--- src/hdl/deadline_timer_queue_macros.svh ---
// Assertion macros for the deadline timer queue.
`ifndef DEADLINE_TIMER_QUEUE_MACROS_SVH
`define DEADLINE_TIMER_QUEUE_MACROS_SVH

`ifndef NO_ASSERTIONS
`define DTQ_ASSERT_IMPL(lbl, ante, cons) \
	lbl: assert property (@(posedge clk) disable iff (!arst_n) (ante) |-> (cons)) \
		else $error("deadline_timer_queue: check failed");
`define DTQ_ASSERT_NEXT(lbl, ante, cons) \
	lbl: assert property (@(posedge clk) disable iff (!arst_n) (ante) |=> (cons)) \
		else $error("deadline_timer_queue: check failed");
`else
`define DTQ_ASSERT_IMPL(lbl, ante, cons)
`define DTQ_ASSERT_NEXT(lbl, ante, cons)
`endif

`endif

--- src/hdl/dtq_pkg.sv ---
package dtq_pkg;

	localparam int DL_W = 64;
	localparam int ID_W = 4;

	localparam logic [1:0] REQ_SET    = 2'd0;
	localparam logic [1:0] REQ_CANCEL = 2'd1;
	localparam logic [1:0] REQ_TICK   = 2'd2;

	localparam logic [1:0] EV_FIRE    = 2'd0;
	localparam logic [1:0] EV_PROGRAM = 2'd1;
	localparam logic [1:0] EV_CLEAR   = 2'd2;
	localparam logic [1:0] EV_NONE    = 2'd3;

	typedef struct packed {
		logic            vld;
		logic [DL_W-1:0] dl;
		logic [ID_W-1:0] id;
	} slot_t;

	typedef struct packed {
		logic            ins_en;
		logic [DL_W-1:0] key_dl;
		logic [ID_W-1:0] key_id;
	} cell_ctl_t;

	localparam slot_t SLOT_EMPTY = '{vld: 1'b0, dl: '0, id: '0};

endpackage

--- src/hdl/dtq_cell.sv ---
module dtq_cell (
	input  logic              clk,
	input  logic              arst_n,
	input  dtq_pkg::cell_ctl_t ctl,
	input  logic              shl,
	input  logic              le_prev,
	input  dtq_pkg::slot_t    left,
	input  dtq_pkg::slot_t    right,
	output dtq_pkg::slot_t    slot,
	output logic              le,
	output logic              match
);
	import dtq_pkg::*;

	logic            vld_q;
	logic [DL_W-1:0] dl_q;
	logic [ID_W-1:0] id_q;

	assign slot  = '{vld: vld_q, dl: dl_q, id: id_q};
	assign le    = vld_q && (dl_q <= ctl.key_dl);
	assign match = vld_q && (id_q == ctl.key_id);

	always_ff @(posedge clk or negedge arst_n) begin
		if (!arst_n) begin
			vld_q <= 1'b0;
		end else if (shl) begin
			vld_q <= right.vld;
		end else if (ctl.ins_en && !le) begin
			vld_q <= le_prev ? 1'b1 : left.vld;
		end
	end

	// advance toward the head, or open a gap for the new entry
	always_ff @(posedge clk) begin
		if (shl) begin
			dl_q <= right.dl;
			id_q <= right.id;
		end else if (ctl.ins_en && !le) begin
			if (le_prev) begin
				dl_q <= ctl.key_dl;
				id_q <= ctl.key_id;
			end else begin
				dl_q <= left.dl;
				id_q <= left.id;
			end
		end
	end

endmodule

--- src/hdl/deadline_timer_queue.sv ---
// Channel  | Direction | Handshake            | Payload
// request  | in        | start, busy          | req_type, timer_id, deadline, now
// result   | out       | strobe (one cycle)   | event_kind, fired_id, next_deadline, last
//
// A set, or a cancel of an armed timer, steps as follows from accept to the next
// accept: close the gap across the cell row, insert or read the new head, then idle.
// The timer id is matched across the row at the accept edge. A cancel of an unarmed
// timer closes no gap and goes back to idle, and an undefined request is answered from
// idle. A tick fires each expired timer in turn, as the row shifts once per fire beat.
// Reset clears the valid bit of every cell. Results cannot be stalled.
module deadline_timer_queue #(
	parameter int TIMER_COUNT = 16
) (
	input  logic                      clk,
	input  logic                      arst_n,
	input  logic                      start,
	output logic                      busy,
	input  logic [1:0]                req_type,
	input  logic [dtq_pkg::ID_W-1:0]  timer_id,
	input  logic [dtq_pkg::DL_W-1:0]  deadline,
	input  logic [dtq_pkg::DL_W-1:0]  now,
	output logic                      strobe,
	output logic [1:0]                event_kind,
	output logic [dtq_pkg::ID_W-1:0]  fired_id,
	output logic [dtq_pkg::DL_W-1:0]  next_deadline,
	output logic                      last
);
	import dtq_pkg::*;

	typedef enum logic [4:0] {
		ST_IDLE   = 5'b00001,
		ST_DROP   = 5'b00010,
		ST_INSERT = 5'b00100,
		ST_HEAD   = 5'b01000,
		ST_POP    = 5'b10000
	} state_t;

	state_t                 state_q, state_d;
	logic [1:0]             req_q;
	logic [ID_W-1:0]        id_q;
	logic [DL_W-1:0]        val_q;
	logic [TIMER_COUNT-1:0] match_q;

	slot_t                  slots [TIMER_COUNT];
	logic [TIMER_COUNT-1:0] le, match, gone, shl, vld;
	cell_ctl_t              ctl;

	logic            accept, id_ok, found, full, pop_now;
	logic            res_vld, res_last;
	logic [1:0]      res_kind;
	logic [ID_W-1:0] res_id;
	logic [DL_W-1:0] res_dl;

	assign busy    = (state_q != ST_IDLE);
	assign accept  = start && !busy;
	assign id_ok   = ({28'd0, timer_id} < 32'(TIMER_COUNT));
	assign found   = |match_q;
	assign full    = slots[TIMER_COUNT-1].vld;
	assign pop_now = slots[0].vld && (slots[0].dl <= val_q);

	assign ctl.key_id = (state_q == ST_IDLE) ? timer_id : id_q;
	assign ctl.key_dl = val_q;
	assign ctl.ins_en = (state_q == ST_INSERT) && !full;

	for (genvar g = 0; g < TIMER_COUNT; g++) begin : g_cell
		slot_t left_s, right_s;
		logic  le_prev;

		if (g == 0) begin : g_head
			assign left_s  = SLOT_EMPTY;
			assign le_prev = 1'b1;
		end else begin : g_mid
			assign left_s  = slots[g-1];
			assign le_prev = le[g-1];
		end
		if (g == TIMER_COUNT - 1) begin : g_tail
			assign right_s = SLOT_EMPTY;
		end else begin : g_body
			assign right_s = slots[g+1];
		end

		assign gone[g] = |match_q[g:0];
		assign shl[g]  = ((state_q == ST_DROP) && gone[g]) || ((state_q == ST_POP) && pop_now);
		assign vld[g]  = slots[g].vld;

		dtq_cell u_cell (
			.clk     (clk),
			.arst_n  (arst_n),
			.ctl     (ctl),
			.shl     (shl[g]),
			.le_prev (le_prev),
			.left    (left_s),
			.right   (right_s),
			.slot    (slots[g]),
			.le      (le[g]),
			.match   (match[g])
		);
	end

	always_comb begin
		state_d  = state_q;
		res_vld  = 1'b0;
		res_kind = EV_NONE;
		res_id   = '0;
		res_dl   = '0;
		res_last = 1'b1;
		case (state_q)
			ST_IDLE: begin
				if (accept) begin
					if ((req_type inside {REQ_SET, REQ_CANCEL}) && id_ok) begin
						state_d = ST_DROP;
					end else if (req_type == REQ_TICK) begin
						state_d = ST_POP;
					end else begin
						res_vld = 1'b1;
					end
				end
			end
			ST_DROP: begin
				if (req_q == REQ_SET) begin
					state_d = ST_INSERT;
				end else if (found) begin
					state_d = ST_HEAD;
				end else begin
					state_d = ST_IDLE;
					res_vld = 1'b1;
				end
			end
			ST_INSERT: begin
				state_d = ST_IDLE;
				res_vld = 1'b1;
				if (!full && !le[0]) begin
					res_kind = EV_PROGRAM;
					res_dl   = val_q;
				end
			end
			ST_HEAD, ST_POP: begin
				res_vld = 1'b1;
				if (state_q == ST_POP && pop_now) begin
					res_kind = EV_FIRE;
					res_id   = slots[0].id;
					res_last = 1'b0;
				end else begin
					state_d = ST_IDLE;
					if (slots[0].vld) begin
						res_kind = EV_PROGRAM;
						res_dl   = slots[0].dl;
					end else begin
						res_kind = EV_CLEAR;
					end
				end
			end
			default: begin
				state_d = ST_IDLE;
			end
		endcase
	end

	always_ff @(posedge clk or negedge arst_n) begin
		if (!arst_n) begin
			state_q <= ST_IDLE;
			strobe  <= 1'b0;
		end else begin
			state_q <= state_d;
			strobe  <= res_vld;
		end
	end

	always_ff @(posedge clk) begin
		if (accept) begin
			req_q   <= req_type;
			id_q    <= timer_id;
			val_q   <= (req_type == REQ_TICK) ? now : deadline;
			match_q <= match;
		end
		event_kind    <= res_kind;
		fired_id      <= res_id;
		next_deadline <= res_dl;
		last          <= res_last;
	end

	`include "deadline_timer_queue_macros.svh"

	`DTQ_ASSERT_IMPL(a_more_beats_busy, strobe && !last, busy)
	`DTQ_ASSERT_IMPL(a_cells_packed, 1'b1, ((vld >> 1) & ~vld) == '0)
	`DTQ_ASSERT_IMPL(a_fire_not_last, strobe && event_kind == EV_FIRE, !last)
	`DTQ_ASSERT_NEXT(a_tick_pops, accept && req_type == REQ_TICK, state_q == ST_POP)

endmodule
--- config.mk ---
export PLATFORM = sky130hd
export DESIGN_NAME = deadline_timer_queue
export DESIGN_NICKNAME = d
export VERILOG_FILES = /design/src/hdl/dtq_pkg.sv /design/src/hdl/dtq_cell.sv /design/src/hdl/deadline_timer_queue.sv
export VERILOG_INCLUDE_DIRS = /design/src /design/src/hdl
export SDC_FILE = /design/constraint.sdc
export NUM_CORES = 2
export LEC_CHECK = 0
export ABC_AREA = 1
export CAP_MARGIN = 10
export CELL_PAD_IN_SITES_DETAIL_PLACEMENT = 0
export CELL_PAD_IN_SITES_GLOBAL_PLACEMENT = 2
export CORE_MARGIN = 4
export CORE_UTILIZATION = 36
export DETAILED_ROUTE_END_ITERATION = 16
export DONT_BUFFER_PORTS = 1
export PLACE_DENSITY_LB_ADDON = 0.1
export SLEW_MARGIN = 5
export SYNTH_ARGS = -nofsm -noshare
export SYNTH_HDL_FRONTEND = slang
export SYNTH_HIERARCHICAL = 1
export SYNTH_SLANG_ARGS = --single-unit
--- constraint.sdc ---
create_clock -name clk -period 4.97 [get_ports clk]
set_input_delay 0.994 -clock clk [delete_from_list [all_inputs] [get_ports clk]]
set_output_delay 0.994 -clock clk [all_outputs]
set_load 0.02 [all_outputs]
# Word level (Yosys, flattened, before mapping)
# Index checks and enable logic that the tools add are counted.
op_classes:
  addsub: 0
  n_mul: 0
  n_div: 0
  order_cmp: 16
  n_eq_ne: 27
  shift: 0
  muxes: 161
  bitwise: 0
  reduce_logical: 140
op_table:
  columns: ["operator", "n"]
  rows:
  - ["2-to-1 mux 64 bit", 49]
  - ["<= comparator 64 bit", 16]
  - ["2-to-1 mux 4 bit", 48]
  - ["case mux 64 bit (2 select lines)", 1]
  - ["logical AND 1 bit", 68]
  - ["== test 4 bit", 16]
  - ["2-to-1 mux 1 bit", 53]
  - ["nonzero test 2 bit", 17]
  - ["2-to-1 mux 5 bit", 4]
  - ["zero test 1 bit", 18]
  - ["logical OR 1 bit", 16]
  - ["OR reduction 16 bit", 1]
  - ["case mux 5 bit (3 select lines)", 1]
  - ["OR reduction 15 bit", 1]
  - ["OR reduction 14 bit", 1]
  - ["OR reduction 13 bit", 1]
  - ["OR reduction 12 bit", 1]
  - ["OR reduction 11 bit", 1]
  - ["OR reduction 10 bit", 1]
  - ["OR reduction 9 bit", 1]
  - ["OR reduction 8 bit", 1]
  - ["OR reduction 7 bit", 1]
  - ["2-to-1 mux 2 bit", 3]
  - ["OR reduction 3 bit", 2]
  - ["19 further kinds", 22]
totals:
  reg_bits: 1267
  latchBits: 0
  mem_bits_rw: 0
  mem_bits_ro: 0
  inputBits: 137
  out_inout_bits: 73
  word_cells: 402
  mem_count: 0

# Logic depth before layout (Yosys ltp)
depth:
  ltp_word: 6
  depth_mapped: 24
  depth_no_buf: 22

# Modules after synthesis
# Netlist, hierarchy kept.
by_module_without_submodules:
  columns: ["mod", "instances", "cells_each", "area_each_um2", "seq_area_each_um2"]
  rows:
  - ["dtq_cell", 16, 665, 5198.7, 2067.0]
  - ["deadline_timer_queue", 1, 850, 8147.8, 4155.2]

# Worst setup path before layout
# OpenSTA, ideal clock, no wires.
synth_path:
  path_type: "reg-to-reg"
  from: "reg state_q[3]"
  to: "reg, netlist name id_q[0]"
  setup_time_ps: 531
  arrival_ps: 4711
  required_time_ps: 4439
  path_slack_ps: -272
  path_stages_with_launch: 4
  path_buffers: 0
  period_less_slack_ps: 5242
  path_cell_list: "dfrtp_1 > nor2_1 > nand4_1 > nor2_1"
synth_lines:
  columns: ["element", "line", "text"]
  rows:
  - ["start, declared", "deadline_timer_queue.sv:38", "state_t state_q, state_d;"]
  - ["start signal, assigned", "deadline_timer_queue.sv:164", "state_q <= state_d;"]

# Final worst setup path
layout_path:
  from: "reg val_q[53]"
  to: "reg g_cell[3].u_cell.dl_q[15], enable pin"
layout_via:
  elab_chain_len: 5
  word_cells_on_any_way: 9
  classes_between: "2 x order compare; 7 x reduce/logical"
layout_lines:
  columns: ["element", "line", "text"]
  rows:
  - ["start, declared", "deadline_timer_queue.sv:41", "logic [DL_W-1:0] val_q;"]
  - ["start signal, assigned", "deadline_timer_queue.sv:173", "val_q <= (req_type == REQ_TICK) ? now : deadline;"]
  - ["<= comparator 64 bit", "deadline_timer_queue.sv:59", "assign pop_now = slots[0].vld && (slots[0].dl <= val_q);"]
  - ["logical AND 1 bit", "deadline_timer_queue.sv:59", null]
  - ["logical AND 1 bit", "deadline_timer_queue.sv:83", "assign shl[g] = ((state_q == ST_DROP) && gone[g]) || ((state_q == ST_POP) && pop_now);"]
  - ["logical OR 1 bit", "deadline_timer_queue.sv:83", null]
  - ["net shl[3]", "deadline_timer_queue.sv:45", "logic [TIMER_COUNT-1:0] le, match, gone, shl, vld;"]
  - ["nonzero test 2 bit (no source line)", null, null]
  - ["end signal, assigned", "dtq_cell.sv:36", "dl_q <= right.dl;"]
  - ["end signal, assigned", "dtq_cell.sv:40", "dl_q <= ctl.key_dl;"]
  - ["end signal, assigned", "dtq_cell.sv:43", "dl_q <= left.dl;"]
  - ["end, declared", "dtq_cell.sv:16", "logic [DL_W-1:0] dl_q;"]
# The timed path passes the listed nets, and every way through them passes these cells.
# A chain may end at the register's enable or synchronous reset.

==> metrics.md <==
| Metric | Value |
|---|---|
| Slew Limit Fails | `0` |
| H-tree depth | `4` |
| Post-Synthesis Cell Area | `0.0913 mm²` |
| Largest buffer count on any clock path | `3` |
| Global routing usage on met2 | `40.3%` |
| Outcome | `finished, final reports clean` |
| Layout cell share with drive strength beyond 1 | `6.32%` |
| Storage cell area | `0.0372 mm²` |
| Number of fill cells | `25700` |
| Max_slew headroom | `39.3%` |
| Worst EP arrival | `4.63 ns` |
| First-pass GRT wire length | `445000 µm` |
| CP peak stage delay | `0.70 ns` |
| Largest net degree at the start of global routing | `132` |
| CTS tree | `built` |
| Final Hold Vio Count | `0` |
| Crit share post-route | `84.7%` |
| Tightest Pin Transition | `0.910 ns` |
| DR iter-0 viols | `4373` |
| Reg clk slew, reported paths | `0.06 ns` |
| Final RePlAce weighted congestion | `0.838` |
| Unrepaired setup endpoints after global routing | `false` |
| Num ports | `210` |
| Area Growth Syn to Fin | `10.9%` |
| Initial antenna violation count | `5` |
| Total Power | `52.0 mW` |
| R2R depth | `15` |
| Worst endpoint required time | `5.39 ns` |
| IO buf count | `0` |
| GRT busiest layer | `met2` |
| Hold path depth | `0` |
| Overall routing resource usage | `21.7%` |
| Slowest CP cell | `edfxtp_1` |
| Largest fanout on the critical path | `69` |
| Maxcap violations | `0` |
| Vias/cell | `5.08` |
| Final wirelength | `292000 µm` |
| Vias in the first global route | `77600` |
| Met1 Usage GRT | `25.7%` |
| Via count | `76100` |
| Worst VDD drop | `0.399 mV` |
| Multi-input gate area | `0.0474 mm²` |
| Fmax | `0.238 GHz` |
| Core area | `0.252 mm²` |
| Remaining antenna violation count | `0` |
| Synthesized area per cell | `7.95 µm²` |
| Leakage power total | `42.0 nW` |
| CTS resizes | `0` |
| CTS root buf | `clkbuf_16` |
| Die width | `512 µm` |
| Nets | `12700` |
| Die ar. | `0.262 mm²` |
| Setup violators final | `0` |
| Setup TNS | `0 ns` |
| Startpoint class of the critical path | `register` |
| Dpl hpwl | `228000 µm` |
| Die height | `512 µm` |
| 1st-pass router iterations | `5` |
| Met3 usage | `2.21%` |
| Critical-path cell list | `inv_1 > ha_1 > nand2_1 > nor2_1 > nand3_1 > nor3_1 > buf_4 > nand4_1 > nand2_2 > nand2_4 > buf_4 > o21ai_4 > inv_2 > nand2_2 > buf_12` |
| Min Tclk post-route | `4.21 ns` |
| Gr ovfl total | `0` |
| Residual DRC | `0` |
| Sink Count | `1267` |
| CP Class | `reg -> reg` |
| Post-layout util | `40.2%` |
| Gate Count Post-Synth | `11500` |
| Worst Hold Class | `in -> reg` |
| DR WL/cell | `19.5 µm` |
| CP endpoint kind | `register` |
| Starting Density | `36.3%` |
| # rows | `184` |
| Pwr/cell area | `513 mW/mm²` |
| Yosys warnings | `6` |
| Clock Latency Late Sink | `0.79 ns` |
| Clk_skew | `0.0288 ns` |
| TritonCTS Buffers | `166` |
[layout make-up]
type / instances / area share (%)
Multi-Input combinational cell: 8458 / 46.8
Sequential cell: 1267 / 36.8
Inverter: 1412 / 5.25
Clock buffer: 245 / 4.70
Tap cell: 3348 / 4.14
Timing Repair Buffer: 167 / 1.93
Clock inverter: 56 / 0.403
Antenna cell: 17 / 0.0420
[path summary, 6_finish.rpt]
check / start / slack, ns / endpoint
setup / recovery: val_q[53]$_DFFE_PP_ / 0.76 / g_cell[3].u_cell/dl_q[15]$_DFFE_PP_
hold / removal: timer_id[3] / 0.30 / id_q[3]$_DFFE_PP_
setup reg to reg: val_q[53]$_DFFE_PP_ / 0.76 / g_cell[3].u_cell/dl_q[15]$_DFFE_PP_
hold reg to reg: req_q[1]$_DFFE_PP_ / 0.52 / state_q[3]$_DFFE_PN0P_
max in group asynchronous: arst_n / 3.64 / g_cell[3].u_cell/vld_q$_DFFE_PN0P_
min in group asynchronous: arst_n / 1.10 / state_q[0]$_DFFE_PN1P_
[report_power, final]
| group | leakage [nW] | internal [mW] | switching [mW] |
|---|---|---|---|
| Sequential | 11.5 | 16.0 | 2.31 |
| Clock | 2.54 | 6.89 | 4.89 |
| Combinational | 27.9 | 7.23 | 14.7 |
[critical path, delay by kind of cell, from the launching register on]
family / cells / cell delay, ns
and+or+nand+nor: 8 / 1.59
adders and majority gates: 1 / 0.32
AOI/OAI and AO/OA: 1 / 0.09
DFF: 1 / 0.70
buffers and inverters: 5 / 1.08
[routing by layer]
layer  share of wire (%)  wire length [µm]  up-vias
li1                    -                 -    38600
met1                  42            123000    35700
met2                  51            149000     1284
met3                 2.8              8260      520
met4                 3.7             10900        0
met5                   0                 0        -
[through the flow]
step	worst slack [ns]	hold slack (ns)	area, µm²	cells
after detailed placement	0.901	0.516	96000	14700
after global placement	0.922	0.510	96000	14700
final	0.762	0.298	101000	15000
after global routing	0.626	0.233	101000	15000
after floorplan	1.08	0.462	91900	11600
after CTS	0.848	0.218	101000	15000
[registers in the layout, summed over array words and instances (netlist names)]
| signal | flops |
|---|---|
| g_cell.u_cell/vld_q | 16 |
| match_q | 16 |
| id_q | 4 |
| val_q | 64 |
| last | 1 |
| g_cell.u_cell/dl_q | 1024 |
| g_cell.u_cell/id_q | 64 |
| req_q | 2 |
| event_kind | 2 |
| strobe | 1 |
| state_q | 5 |
| next_deadline | 64 |
| fired_id | 4 |
[placed cells by master (no fill, tap or decap), types with 110 or more instances in the layout]
cell          n
nand3_1     166
nand2_1    3278
edfxtp_1   1174
o21ai_0    1772
ha_1       1088
buf_4       110
inv_1      1301
clkbuf_16   173
nor2_1      405
conb_1      143
o21ai_1     305
a21oi_1     717
[repair_timing]
action	CTS	global route
hold buffers	2	0
buffers inserted	0	0
endpoints found under the hold margin	21	0
Note: power is estimated with default switching activity, not from simulation.
